## config.mk

```make
export PLATFORM = sky130hd
export DESIGN_NAME = chc_cell
export DESIGN_NICKNAME = d
export VERILOG_FILES = /design/src/chc_pkg.sv /design/src/chc_cell.sv
export SDC_FILE = /design/constraint.sdc
export NUM_CORES = 1
export LEC_CHECK = 0
export BUFFER_PORTS_ARGS = -buffer_cell sky130_fd_sc_hd__buf_2
export CORE_ASPECT_RATIO = 0.9
export CORE_MARGIN = 2
export CORE_UTILIZATION = 31
export CTS_CLUSTER_DIAMETER = 60
export DETAILED_ROUTE_END_ITERATION = 10
export SETUP_SLACK_MARGIN = 0.5
export SLEW_MARGIN = 20
export SYNTH_ARGS = -nofsm -noshare
export SYNTH_HDL_FRONTEND = slang
export SYNTH_SLANG_ARGS = --single-unit
export TNS_END_PERCENT = 5
```

## constraint.sdc

```tcl
create_clock -name clk -period 4.23 [get_ports clk]
set_clock_uncertainty 0.05 [all_clocks]
set_input_delay 0.423 -clock clk [delete_from_list [all_inputs] [get_ports clk]]
set_output_delay 0.423 -clock clk [all_outputs]
set_load 0.01 [all_outputs]
```

## src/chc_pkg.sv

```systemverilog
// ============================================================================
// Chunk cache package
// Shared types, codes and the controller state type for the chunk cache.
// ============================================================================
`default_nettype none

package chc_pkg;

  localparam int KEY_W    = 56;
  localparam int SIZE_W   = 24;
  localparam int HANDLE_W = 32;
  localparam int STAMP_W  = 64;
  localparam int TOTAL_W  = 36;
  localparam int THR_W    = 40;
  localparam int EVC_W    = 7;

  typedef logic [KEY_W-1:0]    key_t;
  typedef logic [SIZE_W-1:0]   size_t;
  typedef logic [HANDLE_W-1:0] handle_t;
  typedef logic [STAMP_W-1:0]  stamp_t;
  typedef logic [TOTAL_W-1:0]  total_t;
  typedef logic [THR_W-1:0]    thr_t;
  typedef logic [EVC_W-1:0]    evc_t;

  typedef enum logic [1:0] {
    ACT_PROBE = 2'd0,
    ACT_GET   = 2'd1,
    ACT_PUT   = 2'd2
  } action_t;

  localparam evc_t EVC_MAX = 7'd127;

  typedef enum logic [2:0] {
    ST_IDLE,
    ST_LOOK,
    ST_EVCHK,
    ST_SCAN,
    ST_INSERT
  } state_t;

  // Per-cell strobes from the controller.
  typedef struct packed {
    logic wr;
    logic stamp;
    logic clr;
  } cell_ctl_t;

  // Data broadcast to every cell.
  typedef struct packed {
    key_t    key;
    logic    has_data;
    size_t   size;
    handle_t handle;
    stamp_t  stamp;
  } cell_data_t;

  // Oldest-entry search token passed along the chain.
  typedef struct packed {
    logic   found;
    stamp_t stamp;
  } srch_t;

endpackage

`default_nettype wire

```

## src/chc_cell.sv

```systemverilog
// ============================================================================
// Chunk cache cell
// Holds one table entry, compares its key and forwards the oldest-entry
// search token to the next cell one stage per cycle.
// ============================================================================
`default_nettype none

module chc_cell #(
  parameter int IW  = 6,
  parameter int IDX = 0
) (
  input  wire                  clk,
  input  wire                  rst,
  input  chc_pkg::cell_ctl_t   ctl,
  input  chc_pkg::cell_data_t  wdata,
  input  chc_pkg::key_t        probe_key,
  input  chc_pkg::srch_t       srch_in,
  input  wire [IW-1:0]         idx_in,
  output chc_pkg::srch_t       srch_out,
  output logic [IW-1:0]        idx_out,
  output logic                 match,
  output logic                 valid,
  output logic                 has_data,
  output chc_pkg::size_t       size,
  output chc_pkg::handle_t     handle
);
  import chc_pkg::*;

  key_t   key;
  stamp_t stamp;
  logic   take;

  // Entry valid bit.
  always_ff @(posedge clk) begin
    if (rst) begin
      valid <= 1'b0;
    end else if (ctl.clr) begin
      valid <= 1'b0;
    end else if (ctl.wr) begin
      valid <= 1'b1;
    end
  end

  // Entry payload and age stamp.
  always_ff @(posedge clk) begin
    if (ctl.wr) begin
      key      <= wdata.key;
      has_data <= wdata.has_data;
      size     <= wdata.size;
      handle   <= wdata.handle;
      stamp    <= wdata.stamp;
    end else if (ctl.stamp) begin
      stamp <= wdata.stamp;
    end
  end

  assign match = valid && (key == probe_key);

  // This cell replaces the token when it holds data and either no entry has been found yet or it is strictly older.
  assign take = valid && has_data && (!srch_in.found || (stamp < srch_in.stamp));

  always_ff @(posedge clk) begin
    if (rst) begin
      srch_out.found <= 1'b0;
    end else begin
      srch_out.found <= srch_in.found || take;
    end
  end

  always_ff @(posedge clk) begin
    if (take) begin
      srch_out.stamp <= stamp;
      idx_out        <= IW'(IDX);
    end else begin
      srch_out.stamp <= srch_in.stamp;
      idx_out        <= idx_in;
    end
  end

endmodule

`default_nettype wire

```

### Word-level counts from Yosys, hierarchy flattened

Cells that the tools add are included.

| storage, ports and cells | value |
|---|---|
| register bits | 249 |
| input bits | 309 |
| output and inout bits | 130 |
| logic and storage cells | 22 |

| cells by class | value |
|---|---|
| $lt $le $gt $ge | 1 |
| equality and inequality tests | 1 |
| muxes and demuxes | 3 |
| reductions and logical operators | 8 |

Operator list:

| cell | count |
|---|---|
| two-way mux 64 bit | 3 |
| less-than comparator 64 bit | 1 |
| == test 56 bit | 1 |
| logical AND 1 bit | 3 |
| logical OR 1 bit | 2 |
| nonzero test 2 bit | 1 |
| OR reduction 2 bit | 1 |
| logical NOT 1 bit | 1 |

### Depth between registers and ports, before layout

| depth | value |
|---|---|
| depth in word-level cells | 4 |
| depth in mapped cells | 10 |
| mapped depth without buffers | 9 |

### Least setup slack after synthesis

Ideal clock, no wire load.

| path | value |
|---|---|
| path type | input port to flip-flop |
| start | input port srch_in[14] in the netlist's numbering |
| end | register srch_out[10] in the netlist's numbering |
| setup time | 121 ps |
| data arrival time | 2984 ps |
| required time | 4059 ps |
| path slack | 1075 ps |
| stages | 10 |
| path buffers | 1 |
| path through | inv_1 > ha_1 > nand4_1 > nor3_1 > or4b_1 > a31o_1 > a2111o_1 > a31oi_4 > buf_6 > mux2_2 |

| on the way | value |
|---|---|
| cells in the longest elaborated chain, start to end | 4 |

Ends and longest elaborated chain:

| item | RTL line | text |
|---|---|---|
| start, declared | chc_cell.sv:17 | `input chc_pkg::srch_t srch_in,` |
| less-than comparator 64 bit | chc_cell.sv:60 | `assign take = valid && has_data && (!srch_in.found \|\| (stamp < srch_in.stamp));` |
| logical OR 1 bit | chc_cell.sv:60 |  |
| logical AND 1 bit | chc_cell.sv:60 |  |
| two-way mux 64 bit | chc_cell.sv:71 | `if (take) begin` |
| end, declared | chc_cell.sv:19 | `output chc_pkg::srch_t srch_out,` |

Every way passes these cells.
A chain may end at the register's enable or synchronous reset.

### Worst setup path after layout

| path | value |
|---|---|
| start | register stamp[14] |
| end | register srch_out[52] in the netlist's numbering |

| on the way | value |
|---|---|
| cells in the longest elaborated chain, start to end | 4 |

Ends and longest elaborated chain:

| item | RTL line | text |
|---|---|---|
| start, declared | chc_cell.sv:30 | `stamp_t stamp;` |
| start signal, assigned | chc_cell.sv:51 | `stamp <= wdata.stamp;` |
| start signal, assigned | chc_cell.sv:53 | `stamp <= wdata.stamp;` |
| less-than comparator 64 bit | chc_cell.sv:60 |  |
| logical OR 1 bit | chc_cell.sv:60 |  |
| logical AND 1 bit | chc_cell.sv:60 |  |
| two-way mux 64 bit | chc_cell.sv:71 |  |

Every way passes these cells.

==> impl_metrics.py <==
metrics = {
    "drt": {
        "num_vias": 7392,
        "drcViolationCount": 0,
        "antenna_left": 0,
        "wire_per_inst_um": 17.3,
        "drtIter0Drc": 240,
        "firstDrtPassIters": 6,
        "vias_per_cell": 4.31,
        "drt_wl_total_mm": 29.7,
    },
    "synth": {
        "synth_simple_gate_area_frac": 0.0410,
        "synth-xor-area-share": 0.0481,
        "synthAdderAreaFrac": 0.0801,
        "synth-edff-count": 177,
        "synth.distinct_cells": 34,
        "synth_top_cell_area_share": 0.540,
        "seq_area_frac_synth": 0.687,
        "synth.area.top_cells": "edfxtp_1 54%, dfxtp_1 15%, ha_1 8.0%",
        "synth_compound_area_frac": 0.0371,
        "synth_top_family_by_area": "adder cells",
        "yosysWarnings": 0,
        "async_flop_share": 0,
        "synth-seq-cells": 249,
        "synth_area_leader_cell": "edfxtp_1",
        "syn_area_sq_mm": 0.00984,
        "synth_cells": 638,
        "avgSynthCellArea_sq_um": 15.4,
        "synthesis.nets": 1010,
        "synth.area.mux_share": 0.0733,
        "synth-main-ff-cell": "edfxtp_1",
    },
    "clock_network": {
        "clock_path_buffers": 3,
        "cts_buffers": 29,
        "clk_latency_ns": 0.54,
        "cts_root_buffer": "clkbuf_16",
        "clkSinkCount": 249,
        "cts-resized-gates": 0,
        "tritoncts": "done",
        "cts.htree.levels": 1,
        "clk_pin_slew_ns": 0.06,
    },
    "setup_path": {
        "cp_slowest_stage_delay_ns": 0.47,
        "reg2reg_setup_slack_ns": 0.73,
        "worstPathRequired_ns": 4.60,
        "cp_max_fo": 23,
        "start_kind": "register",
        "reg2regPathDepth": 9,
        "crit_chain": "ha_1 > nand4_1 > nor3_1 > or4b_1 > a31o_1 > a2111o_1 > a31oi_4 > buf_4 > mux2_2",
        "worst_ep_arrival_time_ns": 3.88,
        "critical-path-top-delay-family": "compound AO/OA/AOI/OAI gates",
        "critPathBufInv": 1,
        "crit_type": "reg2reg",
        "r2r_start": "stamp[14]",
        "cp_slowest_cell": "or4b_1",
        "timing.rr.end": "srch_out[52]",
        "end_kind": "register",
    },
    "min_path": {
        "min_path_cells": 1,
        "hold_path.startpoint": "wdata[2]",
        "hold_path_class": "in2reg",
        "min_to": "stamp[2]",
    },
    "placement": {
        "portBuffers": 438,
        "place_ws_ns": 0.606,
        "hpwl_mm": 22.3,
        "place_congestion": 0.810,
        "placed_cell_area_sq_mm": 0.0125,
    },
    "timing": {
        "worst_slack_ns": 0.726,
        "max_freq_mhz": 285,
        "finalSetupTns_ns": 0,
        "worst_hold_slack_ns": 0.0358,
        "min_period_ns": 3.50,
        "period_share": 0.828,
        "timing.slew.headroom": 0.383,
        "worst_pin_slew_ns": 0.925,
        "hold_viol": 0,
        "rsz0062_at_grt": "no",
        "finalSetupViolCount": 0,
        "slew_viol_final": 0,
    },
    "global_route": {
        "grt_overflow_total": 0,
        "grt_max_degree": 65,
        "gr-usage-all-layers": 0.170,
        "grt_pass1_vias": 8097,
        "grt_antenna_before_repair": 9,
        "grt_pass1_wl_mm": 43.3,
    },
    "pwr": {
        "sw_frac_of_total": 0.239,
        "switchingPower_mw": 1.43,
        "peakVddDrop_mv": 0.312,
        "intPower_mw": 4.57,
        "powerDensity_mw_per_mm2": 396,
        "comb_power_share": 0.133,
        "seqPwrFrac": 0.485,
        "power_mw": 6.00,
        "pwr-share-clk": 0.382,
        "cellLeakagePower_nw": 6.83,
    },
    "floorplanning": {
        "rows": 61,
        "initial_utilization": 0.317,
        "die_h_um": 173,
        "die_w_um": 192,
        "design.die.area_sq_mm": 0.0332,
        "core_area_sq_mm": 0.0311,
        "ioPinCount": 439,
    },
    "cells_and_area": {
        "multi_input_comb_area_sq_mm": 0.00275,
        "final_cell_mix": "437 x buf_2, 177 x edfxtp_1, 176 x dlygate4sd3_1",
        "drive_gt1_frac": 0.419,
        "final_common_cell": "buf_2",
        "finalNetCount": 1653,
        "syn2layout_area_growth_pct": 54.1,
        "nFillCells": 2772,
        "stdcell_area_sq_mm": 0.0152,
        "regArea_sq_mm": 0.00676,
    },
    "job": {
        "drv_cap": 0,
    },
    "outcome": {
        "status": "complete, no violations",
    },
}
logic make-up (layout without fill, tap and decap cells):
logic type	after synthesis	after routing
compound gates	58	58
buf+inv	74	738
xor+xnor	54	54
fa+ha+maj	63	63
mux	64	64
other cells	0	5
flops	249	249
simple gates	76	76
state kept, by name (all words and copies together) (netlist names):
register and cells:
srch_out 65, stamp 64, key 56, handle 32
size 24, idx_out 6, has_data 1, valid 1
power by group through the flow:
stage / registers (mW) / clock network, mW / logic (mW)
6_report: 2.91 / 2.29 / 0.800
5_1_grt: 2.93 / 2.46 / 0.885
4_1_cts: 2.91 / 2.37 / 0.813
3_5_place_dp: 2.96 / 0 / 0.674
3_3_place_gp: 2.96 / 0 / 0.661
2_1_floorplan: 3.00 / 0 / 0.259
synthesized netlist by cell type, drive strengths merged, types with 2 or more instances:
library cell	number
xor2	44
o21ai	14
a21o	5
xnor2	10
a2111oi	2
and4	3
nand4	11
and2	6
ha	63
nor3	3
nand2	21
nor4	13
a221oi	4
edfxtp	177
buf	7
a21oi	26
mux2	64
dfxtp	72
nand3	5
nor2	9
inv	67
metrics by stage:
step                 util  cells
finish              0.488   1716
global route        0.488   1716
CTS                 0.488   1711
detailed placement  0.403   1483
global placement    0.403   1483
floorplan               -    638
final cells by class:
| cell class | count | share of cell area |
|---|---|---|
| repair buffers | 619 | 0.264 |
| inverters | 67 | 0.0166 |
| clock buffers | 41 | 0.0522 |
| diodes | 5 | 0.000825 |
| clock inverters | 11 | 0.00528 |
| multi-input cells | 315 | 0.181 |
| flip-flops and latches | 249 | 0.446 |
| well taps | 409 | 0.0338 |
per-layer routing:
layer  up-vias  wire length [um]  global-route usage
met5         -                38                   0
met4         6               842              0.0506
met3        52              2500              0.0513
met2       288             15300               0.317
met1      3428             11000               0.182
li1       3618                 -                   -
what timing repair did:
item,in CTS,in global routing
hold endpoints to repair,176,0
hold buffers,176,0
setup buffers,0,0
how the worst max path moves through the flow:
stage                      startpoint           end  slack [ns]  depth (start not counted)
final                       stamp[14]  srch_out[52]        0.73                          9
after global routing        stamp[15]  srch_out[56]        0.63                          9
after CTS                   stamp[14]  srch_out[52]        0.71                          9
after detailed placement  srch_in[15]  srch_out[52]        0.61                         11
after global placement    srch_in[14]  srch_out[58]        0.66                         11
after floorplan           srch_in[14]  srch_out[10]        1.08                         10
(Power assumes the default switching activity.)
